===== config.mk =====
export PLATFORM = sky130hd
export DESIGN_NAME = date_token_counter
export DESIGN_NICKNAME = d
export VERILOG_FILES = /design/src/dtc_pkg.sv /design/src/date_token_counter.sv /design/src/dtc_queue.sv /design/src/dtc_front.sv /design/src/dtc_back.sv
export SDC_FILE = /design/constraint.sdc
export NUM_CORES = 1
export LEC_CHECK = 0
export BUFFER_PORTS_ARGS = -buffer_cell sky130_fd_sc_hd__buf_4
export CAP_MARGIN = 20
export CORE_AREA = 5 5 100 102
export CTS_BUF_LIST = sky130_fd_sc_hd__clkbuf_16
export DETAILED_ROUTE_END_ITERATION = 6
export DIE_AREA = 0 0 105 107
export GPL_TIMING_DRIVEN = 0
export PLACE_DENSITY = 0.8
export SLEW_MARGIN = 20
export SYNTH_ARGS = -nofsm -noshare
export SYNTH_HDL_FRONTEND = slang
export SYNTH_SLANG_ARGS = --single-unit
export TNS_END_PERCENT = 10

===== constraint.sdc =====
create_clock -name clk_i -period 2.9 [get_ports clk_i]
set_clock_uncertainty 0.2 [all_clocks]
set_input_delay 0.145 -clock clk_i [delete_from_list [all_inputs] [get_ports clk_i]]
set_output_delay 0.145 -clock clk_i [all_outputs]
set_load 0.02 [all_outputs]

===== src/dtc_pkg.sv =====
// Shared types, constants and helper functions for the date word counter.
// Used by every module of the block; depends on nothing.
`default_nettype none

package dtc_pkg;

  // Width of the running count of valid words. The reported count is the
  // low sixteen bits of this, zero-extended when narrower.
  localparam int unsigned CountBits = 16;
  localparam int unsigned OutBits   = 16;

  // Depth of the queue between the classifier and the word engine.
  // It must be a power of two.
  localparam int unsigned QDepth    = 2;
  localparam int unsigned QPtrBits  = $clog2(QDepth);
  localparam int unsigned QCntBits  = $clog2(QDepth + 1);

  // Word layout: DD/MM/YYYY.
  localparam logic [3:0] DateLen    = 4'd10;
  localparam logic [3:0] PosCap     = 4'd11;
  localparam logic [3:0] PosSlash0  = 4'd2;
  localparam logic [3:0] PosSlash1  = 4'd5;
  localparam logic [3:0] PosMonth   = 4'd3;
  localparam logic [3:0] PosYear    = 4'd6;

  // Byte codes.
  localparam logic [7:0] CharNul    = 8'd0;
  localparam logic [7:0] CharSpace  = 8'd32;
  localparam logic [7:0] CharSlash  = 8'd47;
  localparam logic [7:0] CharZero   = 8'd48;
  localparam logic [7:0] CharNine   = 8'd57;

  localparam logic [6:0] MonthMax   = 7'd12;

  typedef enum logic [1:0] {
    KIND_CHAR,
    KIND_SPACE,
    KIND_END
  } kind_e;

  // One classified byte as it travels through the queue.
  typedef struct packed {
    kind_e      kind;
    logic       is_slash;
    logic       is_digit;
    logic [3:0] digit;
  } tok_t;

  // Number of days in a month (1 to 12); February follows the leap flag.
  function automatic logic [4:0] month_limit(input logic [3:0] month, input logic leap);
    logic [4:0] days;
    begin
      case (month)
        4'd2:    days = leap ? 5'd29 : 5'd28;
        4'd4:    days = 5'd30;
        4'd6:    days = 5'd30;
        4'd9:    days = 5'd30;
        4'd11:   days = 5'd30;
        default: days = 5'd31;
      endcase
      return days;
    end
  endfunction

  // True when the two-digit number (tens, units) is a multiple of four.
  // Since 10 is 2 mod 4, the value mod 4 is (2 * tens + units) mod 4.
  function automatic logic pair_div4(input logic [3:0] tens, input logic [3:0] units);
    logic [1:0] sum;
    begin
      sum = units[1:0] + {tens[0], 1'b0};
      return (sum == 2'd0);
    end
  endfunction

endpackage

`default_nettype wire


===== src/date_token_counter.sv =====
// Date word counter. Bytes of a string arrive one per request on the input
// channel; a space separates words and a NUL ends the string. Each word that
// reads DD/MM/YYYY with a real calendar date (Gregorian leap years) is counted,
// the count saturating at its maximum, and the NUL yields one result request
// carrying the count, after which all state is clear for the next string.
// The block takes one byte per clock cycle: a classifier on the input side
// feeds a two-entry queue, and the word engine behind it retires one queued
// byte per cycle, so a byte is registered in the queue before it reaches the
// engine. A result sits in an output register; only a NUL that finds that
// register still held by a stalled result waits in the queue, and the input
// stalls once the queue holds two bytes. Nothing else limits the rate.
`default_nettype none

module date_token_counter (
  input  wire         clk_i,
  input  wire         rst_ni,
  input  wire         in_valid_i,
  output logic        in_stall_o,
  input  wire  [7:0]  char_code_i,
  output logic        out_valid_o,
  input  wire         out_stall_i,
  output logic [15:0] date_count_o
);
  import dtc_pkg::*;

  tok_t  push_tok;
  tok_t  head_tok;
  logic  q_push, q_pop, q_full, q_empty;

  // Classifier: turns each accepted byte into a token for the queue.
  dtc_front u_front (
    .in_valid_i  (in_valid_i),
    .in_stall_o  (in_stall_o),
    .char_code_i (char_code_i),
    .q_full_i    (q_full),
    .q_push_o    (q_push),
    .q_tok_o     (push_tok)
  );

  // The queue lets the input keep flowing while a result waits downstream.
  dtc_queue u_queue (
    .clk_i      (clk_i),
    .rst_ni     (rst_ni),
    .push_i     (q_push),
    .push_tok_i (push_tok),
    .full_o     (q_full),
    .empty_o    (q_empty),
    .pop_i      (q_pop),
    .head_tok_o (head_tok)
  );

  // Word engine: date checking, counting and the result register.
  dtc_back u_back (
    .clk_i        (clk_i),
    .rst_ni       (rst_ni),
    .q_empty_i    (q_empty),
    .q_tok_i      (head_tok),
    .q_pop_o      (q_pop),
    .out_valid_o  (out_valid_o),
    .out_stall_i  (out_stall_i),
    .date_count_o (date_count_o)
  );

endmodule

`default_nettype wire


===== src/dtc_queue.sv =====
// Small FIFO of classified bytes between the classifier and the word engine.
// Depends on dtc_pkg for the entry type and depth.
`default_nettype none

module dtc_queue (
  input  wire            clk_i,
  input  wire            rst_ni,
  input  wire            push_i,
  input  dtc_pkg::tok_t  push_tok_i,
  output logic           full_o,
  output logic           empty_o,
  input  wire            pop_i,
  output dtc_pkg::tok_t  head_tok_o
);
  import dtc_pkg::*;

  tok_t                 mem_q [QDepth];
  logic [QPtrBits-1:0]  wptr_q, wptr_d;
  logic [QPtrBits-1:0]  rptr_q, rptr_d;
  logic [QCntBits-1:0]  count_q, count_d;
  logic                 do_push, do_pop;

  assign full_o     = (count_q == QCntBits'(QDepth));
  assign empty_o    = (count_q == '0);
  assign head_tok_o = mem_q[rptr_q];

  assign do_push = push_i && !full_o;
  assign do_pop  = pop_i && !empty_o;

  always_comb begin
    wptr_d  = do_push ? wptr_q + 1'b1 : wptr_q;
    rptr_d  = do_pop ? rptr_q + 1'b1 : rptr_q;
    count_d = count_q;
    if (do_push && !do_pop) begin
      count_d = count_q + 1'b1;
    end else if (do_pop && !do_push) begin
      count_d = count_q - 1'b1;
    end
  end

  always_ff @(posedge clk_i or negedge rst_ni) begin
    if (!rst_ni) begin
      wptr_q  <= '0;
      rptr_q  <= '0;
      count_q <= '0;
    end else begin
      wptr_q  <= wptr_d;
      rptr_q  <= rptr_d;
      count_q <= count_d;
    end
  end

  always_ff @(posedge clk_i) begin
    if (do_push) begin
      mem_q[wptr_q] <= push_tok_i;
    end
  end

`ifndef SYNTHESIS
  a_count_bound : assert property (@(posedge clk_i) disable iff (!rst_ni)
    count_q <= QCntBits'(QDepth))
    else $error("queue count exceeds depth");
`endif

endmodule

`default_nettype wire


===== src/dtc_front.sv =====
// Input side: takes bytes from the request channel and classifies them.
// Depends on dtc_pkg; feeds dtc_queue.
`default_nettype none

module dtc_front (
  input  wire            in_valid_i,
  output logic           in_stall_o,
  input  wire [7:0]      char_code_i,
  input  wire            q_full_i,
  output logic           q_push_o,
  output dtc_pkg::tok_t  q_tok_o
);
  import dtc_pkg::*;

  logic [7:0] digit_wide;

  // The stall comes straight from the registered queue fill level.
  assign in_stall_o = q_full_i;
  assign q_push_o   = in_valid_i && !q_full_i;

  assign digit_wide = char_code_i - CharZero;

  always_comb begin
    q_tok_o.is_slash = (char_code_i == CharSlash);
    q_tok_o.is_digit = (char_code_i >= CharZero) && (char_code_i <= CharNine);
    q_tok_o.digit    = digit_wide[3:0];
    if (char_code_i == CharNul) begin
      q_tok_o.kind = KIND_END;
    end else if (char_code_i == CharSpace) begin
      q_tok_o.kind = KIND_SPACE;
    end else begin
      q_tok_o.kind = KIND_CHAR;
    end
  end

endmodule

`default_nettype wire


===== src/dtc_back.sv =====
// Word engine: consumes classified bytes, tracks the open word, checks dates
// on close and keeps the count. Holds the output register. Depends on dtc_pkg.
`default_nettype none

module dtc_back (
  input  wire                  clk_i,
  input  wire                  rst_ni,
  input  wire                  q_empty_i,
  input  dtc_pkg::tok_t        q_tok_i,
  output logic                 q_pop_o,
  output logic                 out_valid_o,
  input  wire                  out_stall_i,
  output logic [dtc_pkg::OutBits-1:0] date_count_o
);
  import dtc_pkg::*;

  logic                  in_token_q, in_token_d;
  logic [3:0]            pos_q, pos_d;
  logic                  bad_q, bad_d;
  logic [6:0]            day_q, day_d;
  logic [6:0]            mon_q, mon_d;
  logic [3:0]            yd_q [4];
  logic [3:0]            yd_d [4];
  logic [CountBits-1:0]  total_q, total_d;
  logic                  out_valid_q, out_valid_d;
  logic [OutBits-1:0]    count_q, count_d;

  logic                  out_free;
  logic                  leap, date_ok, bump;
  logic [4:0]            limit;
  logic [3:0]            cur_pos;
  logic [6:0]            cur_day, cur_mon;
  logic [10:0]           day_acc, mon_acc;
  logic [CountBits-1:0]  total_closed;
  logic [3:0]            yidx;

  assign out_free = !out_valid_q || !out_stall_i;
  // An end marker needs room in the output register; other bytes never wait.
  assign q_pop_o  = !q_empty_i && ((q_tok_i.kind != KIND_END) || out_free);

  // Gregorian leap rule on the year digits: a year ending in 00 leaps when
  // its century is a multiple of four, any other when its last two digits are.
  assign leap = ((yd_q[2] == 4'd0) && (yd_q[3] == 4'd0)) ? pair_div4(yd_q[0], yd_q[1])
                                                         : pair_div4(yd_q[2], yd_q[3]);
  assign limit = month_limit(mon_q[3:0], leap);

  assign date_ok = (pos_q == DateLen) && !bad_q
                && (mon_q >= 7'd1) && (mon_q <= MonthMax)
                && (day_q >= 7'd1) && (day_q <= {2'b00, limit});

  assign bump         = in_token_q && date_ok && (total_q != '1);
  assign total_closed = bump ? total_q + 1'b1 : total_q;

  // A byte that opens a word sees a cleared word state.
  assign cur_pos = in_token_q ? pos_q : 4'd0;
  assign cur_day = in_token_q ? day_q : 7'd0;
  assign cur_mon = in_token_q ? mon_q : 7'd0;
  assign day_acc = (11'(cur_day) << 3) + (11'(cur_day) << 1) + 11'(q_tok_i.digit);
  assign mon_acc = (11'(cur_mon) << 3) + (11'(cur_mon) << 1) + 11'(q_tok_i.digit);
  assign yidx    = cur_pos - PosYear;

  always_comb begin
    in_token_d  = in_token_q;
    pos_d       = pos_q;
    bad_d       = bad_q;
    day_d       = day_q;
    mon_d       = mon_q;
    yd_d        = yd_q;
    total_d     = total_q;
    out_valid_d = out_valid_q && out_stall_i;
    count_d     = count_q;

    if (q_pop_o) begin
      case (q_tok_i.kind)
        KIND_CHAR: begin
          in_token_d = 1'b1;
          bad_d      = in_token_q ? bad_q : 1'b0;
          day_d      = cur_day;
          mon_d      = cur_mon;
          if (!in_token_q) begin
            yd_d = '{default: 4'd0};
          end
          if (cur_pos < DateLen) begin
            if ((cur_pos == PosSlash0) || (cur_pos == PosSlash1)) begin
              if (!q_tok_i.is_slash) begin
                bad_d = 1'b1;
              end
            end else if (!q_tok_i.is_digit) begin
              bad_d = 1'b1;
            end else if (cur_pos < PosSlash0) begin
              day_d = day_acc[6:0];
            end else if (cur_pos < PosSlash1) begin
              mon_d = mon_acc[6:0];
            end else begin
              yd_d[yidx[1:0]] = q_tok_i.digit;
            end
          end
          pos_d = (cur_pos < PosCap) ? cur_pos + 1'b1 : cur_pos;
        end
        KIND_SPACE: begin
          in_token_d = 1'b0;
          pos_d      = 4'd0;
          bad_d      = 1'b0;
          day_d      = 7'd0;
          mon_d      = 7'd0;
          yd_d       = '{default: 4'd0};
          total_d    = total_closed;
        end
        KIND_END: begin
          in_token_d  = 1'b0;
          pos_d       = 4'd0;
          bad_d       = 1'b0;
          day_d       = 7'd0;
          mon_d       = 7'd0;
          yd_d        = '{default: 4'd0};
          total_d     = '0;
          out_valid_d = 1'b1;
          count_d     = OutBits'(total_closed);
        end
        default: begin
          in_token_d = in_token_q;
        end
      endcase
    end
  end

  always_ff @(posedge clk_i or negedge rst_ni) begin
    if (!rst_ni) begin
      in_token_q  <= 1'b0;
      pos_q       <= 4'd0;
      bad_q       <= 1'b0;
      day_q       <= 7'd0;
      mon_q       <= 7'd0;
      yd_q        <= '{default: 4'd0};
      total_q     <= '0;
      out_valid_q <= 1'b0;
    end else begin
      in_token_q  <= in_token_d;
      pos_q       <= pos_d;
      bad_q       <= bad_d;
      day_q       <= day_d;
      mon_q       <= mon_d;
      yd_q        <= yd_d;
      total_q     <= total_d;
      out_valid_q <= out_valid_d;
    end
  end

  always_ff @(posedge clk_i) begin
    count_q <= count_d;
  end

  assign out_valid_o  = out_valid_q;
  assign date_count_o = count_q;

`ifndef SYNTHESIS
  a_pos_cap : assert property (@(posedge clk_i) disable iff (!rst_ni)
    pos_q <= PosCap)
    else $error("word position ran past its cap");

  a_idle_clear : assert property (@(posedge clk_i) disable iff (!rst_ni)
    !in_token_q |-> (pos_q == 4'd0) && !bad_q)
    else $error("word state not cleared outside a word");

  a_end_clears : assert property (@(posedge clk_i) disable iff (!rst_ni)
    q_pop_o && (q_tok_i.kind == KIND_END) |=> out_valid_q && (total_q == '0) && !in_token_q)
    else $error("end of string did not post a result and clear the count");
`endif

endmodule

`default_nettype wire

Yosys cells after proc, flatten, opt, wreduce, memory -nomap -nowiden --
Memories as Yosys holds them, arrays and structs flattened. Index checks and enable logic that the tools add are counted. W data, S select, Z words.
Operators by class: add/subtract/negate cells 14, order comparisons 12, equal/unequal tests 15, muxes and demuxes 48, bitwise logic cells 1, reductions and logical operators 42
Operators by type and width (number):
- $mux W16 | 9
- $mux W7 | 11
- $pmux W16 S2 | 2
- $pmux W7 S2 | 2
- $logic_and A1 B1 Y1 | 17
- $add A16 B1 Y16 const B | 1
- $bwmux W16 | 1
- $eq A8 B6 Y1 const B | 2
- $ne A16 B16 Y1 const B | 1
- $add A7 B4 Y7 | 2
- $add A7 B7 Y7 | 2
- $ge A7 B1 Y1 const B | 2
- $eq A4 B3 Y1 const B | 3
- $eq A4 B4 Y1 const B | 3
- $mux W1 | 12
- $mux W4 | 3
- $pmux W5 S2 | 1
- $demux W4 S2 | 1
- $eq A4 B2 Y1 const B | 2
- $ge A8 B6 Y1 const B | 1
- $le A8 B6 Y1 const B | 1
- $logic_not A2 Y1 | 4
- $logic_not A4 Y1 | 2
- $logic_not A8 Y1 | 1
- other kinds (27) | 46
Word-level totals: register bits after elaboration 73, bits in writable memories 16, bits of input ports 12, output and inout port bits 18, logic and storage cells 148, memories 1
Memories:
- u_queue.mem_q | words 2, width 8, rd ports 1, clocked after Yosys merged registers in 0, write ports 1, RTL line dtc_queue.sv:17 | tok_t mem_q [QDepth];

Logic depth before layout (Yosys ltp) --
depth after elaboration 14, depth in mapped cells 14, mapped depth without buffers 13

By module --
From an unflattened synthesis, not the netlist that was laid out.
Unflattened totals: cells, all modules 509, area total of the unflattened synthesis 5212.5 um^2
Modules (own cells, without submodules):
- dtc_back | instances 1, cells each 450, area each 4326.6 um^2, sequential area each 1681.6 um^2
- dtc_queue | instances 1, cells each 44, area each 774.5 um^2, sequential area each 580.6 um^2
- dtc_front | instances 1, cells each 15, area each 111.4 um^2, sequential area each 0.0 um^2

Worst setup path before layout --
Ideal clock, no wire load.
path kind register to register, start register u_back.in_token_q, end register u_back.day_q[6], library setup time 121 ps, data arrival time 2782 ps, data required time 2579 ps, slack -203 ps, cell stages (with the launch flop) 12, buffers on the path 3, period minus slack after synthesis 3103 ps, cells stage by stage dfrtp_1 -> clkbuf_1 -> clkbuf_1 -> clkbuf_1 -> nand2_1 -> fa_1 -> inv_1 -> fa_1 -> a21o_1 -> a21oi_1 -> xnor2_1 -> a22o_1
On the way: word-level cells in the longest chain between the ends 8, elaborated cells on any way between the ends 14, those cells by class add/sub: 2; order compare: 2; eq/ne: 2; mux: 7; reduce/logical: 1
RTL lines:
- from (decl) | RTL line dtc_back.sv:17 | logic in_token_q, in_token_d;
- from (signal assigned) | RTL line dtc_back.sv:138 | in_token_q <= in_token_d;
- $mux W7 | RTL line dtc_back.sv:56 | assign cur_day = in_token_q ? day_q : 7'd0;
- $add A7 B7 Y7 | RTL line dtc_back.sv:58 | assign day_acc = (11'(cur_day) << 3) + (11'(cur_day) << 1) + 11'(q_tok_i.digit);
- $add A7 B4 Y7 | RTL line dtc_back.sv:58
- $mux W7 | RTL line dtc_back.sv:90 | end else if (cur_pos < PosSlash0) begin
- $mux W7 | RTL line dtc_back.sv:88 | end else if (!q_tok_i.is_digit) begin
- $mux W7 | RTL line dtc_back.sv:84 | if ((cur_pos == PosSlash0) || (cur_pos == PosSlash1)) begin
- $mux W7 * | RTL line dtc_back.sv:83 | if (cur_pos < DateLen) begin
- $pmux W7 S2 * | RTL line dtc_back.sv:74 | case (q_tok_i.kind)
- to (signal assigned) | RTL line dtc_back.sv:141 | day_q <= day_d;
- to (decl) | RTL line dtc_back.sv:20 | logic [6:0] day_q, day_d;
Mark *: on every way between the ends. The rest lies on a longest branch, timed or not. A chain may end at the register's enable or synchronous reset.

Final worst setup path --
start register u_back.yd_q[6] (netlist bit), end register u_back.total_q[7]
On the way: word-level cells in the longest chain between the ends 11
RTL lines:
- from (decl) | RTL line dtc_back.sv:22 | logic [3:0] yd_q [4];
- from (signal assigned) | RTL line dtc_back.sv:143 | yd_q <= yd_d;
- $logic_not A4 Y1 | RTL line dtc_back.sv:43 | assign leap = ((yd_q[2] == 4'd0) && (yd_q[3] == 4'd0)) ? pair_div4(yd_q[0], yd_q[1])
- $logic_and A1 B1 Y1 | RTL line dtc_back.sv:43
- $mux W1 | RTL line dtc_back.sv:43
- $mux W1 | RTL line dtc_pkg.sv:54 | 4'd2: days = leap ? 5'd29 : 5'd28;
- $pmux W5 S2 | RTL line dtc_pkg.sv:53 | case (month)
- $le A7 B5 Y1 | RTL line dtc_back.sv:49 | && (day_q >= 7'd1) && (day_q <= {2'b00, limit});
- $logic_and A1 B1 Y1 | RTL line dtc_back.sv:49
- $logic_and A1 B1 Y1 (2 in a row) | RTL line dtc_back.sv:51 | assign bump = in_token_q && date_ok && (total_q != '1);
- $mux W16 | RTL line dtc_back.sv:52 | assign total_closed = bump ? total_q + 1'b1 : total_q;
- $pmux W16 S2 | RTL line dtc_back.sv:74
- to (signal assigned) | RTL line dtc_back.sv:144 | total_q <= total_d;
- to (decl) | RTL line dtc_back.sv:24 | logic [CountBits-1:0] total_q, total_d;
Every way passes these cells.

==> key figures <==
Drt
  • Pre-antenna DRT Iters: 5
  • Initial drt markers: 279
  • Vias per cell: 6.09
  • Vias: 3823
  • Drt wl/cell: 17.6 um
  • DRT antenna net count: 0
  • DR DRC count: 0
  • Total Wirelength: 11.0 mm

Setup path
  • Critical path buffers and inverters: 2
  • Critical Path Fanout Max: 10
  • Startpoint Class: register
  • Crit end category: register
  • Slowest library cell on the worst path: dfrtp_1
  • Critical Path Max Stage Delay: 0.39 ns
  • Critical path cell sequence: nor3_2 -> o211ai_1 -> a21oi_1 -> o21a_1 -> o21bai_1 -> o22a_1 -> ha_1 -> nand2_1 -> o211ai_1 -> buf_4 -> nand3_1 -> or3_4 -> buf_8 -> o41ai_2 -> o21bai_1
  • WP data arrival: 3.21 ns
  • R2R Path Start: u_back.yd_q[6]$_DFFE_PN0P_
  • Worst path required time: 2.97 ns
  • Crit. Startpoint: u_back.yd_q[6]$_DFFE_PN0P_
  • Kind of critical path: register to register
  • Crit-path leading delay family: compound AO/OA/AOI/OAI gates

Clocking
  • Num CTS Buffers: 9
  • CTS tree: done
  • CTS HTree Levels: 3
  • Clk pin slew, worst setup/hold paths: 0.06 ns
  • Root Buffer: clkbuf_16
  • Longest Clk Path Bufs: 2
  • Worst-skew pair later-pin latency: 0.34 ns
  • Clock Sinks: 84

Placement
  • Port bufs: 29
  • HPWL after DPL: 7.21 mm
  • Routability Congestion: 0.934
  • Placed cells: 592
  • Placed Area: 5120 um^2

Timing
  • Fin worst setup slack: -0.243 ns
  • Rel. slew slack: 33.9%
  • Sum of negative setup slack: -4.25 ns
  • Worst Tran Pin Value: 0.984 ns
  • Fmax: 0.318 GHz
  • Final-report hold violation count: 0
  • RSZ-0062 raised after global routing: yes
  • Final min period: 3.14 ns
  • Slew Limit Fails: 0
  • Post-route clock period utilization: 108%
  • Final setup viols: 30

Finish
  • Commonest non-fill, non-tap cells in the layout: dfrtp_1, nand2_1, buf_4, edfxtp_1
  • Share of cells above drive strength 1: 21.3%
  • Register Area: 2260 um^2
  • Final non-filler cell total: 628
  • Finished Cell Area: 5840 um^2
  • Commonest non-fill, non-tap cell in the layout: dfrtp_1
  • Multi-input logic area: 2500 um^2
  • Filler cell count: 689
  • Area delta synth->final: 22.6%
  • Final nets: 554
  • Antenna diode count: 0

GRT
  • Global routing usage on met2: 33.8%
  • GR peak layer: met2
  • All-layer global routing usage: 19.7%
  • Largest net degree at the start of global routing: 53
  • Total grt overflow: 0
  • Initial antenna violation count: 0
  • Met1 usage: 24.1%
  • M3 GR Usage: 4.27%
  • Global-route wire length before repair: 17.7 mm
  • Vias in the first global route: 3732

Logic synthesis
  • Top FF cell, synth: dfrtp_1
  • Cells after Synth: 452
  • Post-synthesis xor/xnor area fraction: 5.52%
  • Seq/Total Area, Yosys: 47.5%
  • Synth async-reset ratio: 61.9%
  • Mapped Avg Cell Area: 10.5 um^2
  • Synthesized area: 4760 um^2
  • Synth Register Bits: 84
  • Post-synthesis adder-cell area fraction: 8.52%
  • Syn_nets: 494
  • Yosys warns: 0
  • Synth Area in Simple Gates: 15.8%
  • Synth unique cells: 59
  • Number of synthesized flops with an enable pin: 32
  • Largest family of logic cells by synthesized area: compound AO/OA/AOI/OAI gates
  • Mux contribution to synthesized area: 2.47%
  • Synth Area in Compound Gates: 16.7%

Outcome
  • Status: finished with violations
  • Failing checks: setup timing

Floorplanning
  • Die area: 11200 um^2
  • Number of top-level pins: 30
  • Die Y: 107 um
  • Chip Width: 105 um
  • Row count: 35
  • Initial Utilization: 52.8%
  • Core ar.: 9020 um^2

Power and ir drop
  • Power Dens Cells: 916 nW/um^2
  • Total power: 5350 uW
  • Pleak: 0.00264 uW
  • Peak VDD IR: 501 uV

Min path
  • Worst Hold Class: primary input to register
  • Min-delay src: char_code_i[7]

Run
  • Max Cap Violations: 0
-- metrics by stage --
step           worst slack [ns]  utilization [%]  hold WS, ns
3_3_place_gp             -0.731             56.8       0.0255
4_1_cts                  -0.185             63.2       0.0283
5_1_grt                  -0.408             64.7       0.0603
2_1_floorplan           -0.0270                -       -0.351
3_5_place_dp             -0.810             56.8       0.0335
6_report                 -0.243             64.7       0.0359
-- metal layers --
metal,vias to the layer above,routed length [um]
li1,1781,-
met1,1862,4420
met2,164,5640
met3,16,767
met4,0,204
met5,-,0
-- where the power goes --
group          leakage (uW)  total (uW)  switching, uW  internal [uW]
Combinational       0.00149        2350           1500            844
Clock              0.000157        1210            461            751
Sequential         0.000988        1790            207           1580
Total               0.00264        5350           2170           3170
-- sequential cells by signal (all words and copies together), names as in the netlist --
register,cells
u_back.bad_q,1
u_back.date_count_o,16
u_back.day_q,7
u_back.in_token_q,1
u_back.mon_q,7
u_back.out_valid_o,1
u_back.pos_q,4
u_back.total_q,16
u_back.yd_q,11
u_queue.count_q,2
u_queue.mem_q,16
u_queue.rptr_q,1
u_queue.wptr_q,1
-- cell usage after synthesis (8+ instances only) --
library cell	count	share of area [%]
clkbuf_1	13	1.0
nor3_1	9	0.95
ha_1	26	6.8
dfrtp_1	52	27
o21ai_0	14	1.5
inv_1	25	2.0
nor2_1	32	2.5
xnor2_1	17	3.1
a22o_1	22	4.0
nand2_1	45	3.5
and2_1	8	1.1
a21oi_1	12	1.3
xor2_1	13	2.4
nand3_1	18	1.9
edfxtp_1	32	20
-- worst min-delay path: stages --
cell     delay [ns]
buf_4          0.08
nor2_1         0.05
nand2_1        0.08
nor2_1         0.06
-- area by class of cell --
type / count / area share, %
Clock buffer: 9 / 3.86
Tap cell: 111 / 2.38
Timing Repair Buffer: 49 / 6.88
Inverter: 25 / 1.61
Buffer: 17 / 2.14
Multi-Input combinational cell: 326 / 42.8
Sequential cell: 84 / 38.8
Clock inverter: 7 / 1.54
-- kinds of logic (layout without fill, tap and decap cells) --
kind of cell               count (synthesis)  after routing
muxes                                     11             11
AOI/OAI and AO/OA                        106            106
adders and majority gates                 30             30
buffers and inverters                     42            107
DFF                                       84             84
and+or+nand+nor                          149            149
xor gates and xnor gates                  30             30
-- repair_timing --
| action | in CTS | in global routing |
|---|---|---|
| hold buffers | 9 | 0 |
| resized for setup | 32 | 25 |
| buffers inserted | 5 | 6 |
| cloned | 0 | 0 |
| endpoints found under the setup margin | 76 | 74 |
| endpoints found under the hold margin | 70 | 0 |
| pin swaps | 14 | 5 |
-- path summary, 6_finish.rpt --
check	cells past startpoint	slack [ns]	end
worst max register to register	15	-0.24	u_back.total_q[7]$_DFFE_PN0P_
max in group asynchronous	2	1.84	u_back.pos_q[1]$_DFFE_PN0P_
worst min-delay path	4	0.04	u_queue.mem_q[1][4]$_DFFE_PP_
min in group asynchronous	2	0.20	u_back.total_q[2]$_DFFE_PN0P_
worst min register to register	1	0.30	u_queue.wptr_q$_DFFE_PN0P_
worst max-delay path	15	-0.24	u_back.total_q[7]$_DFFE_PN0P_
(Power assumes the default switching activity.)
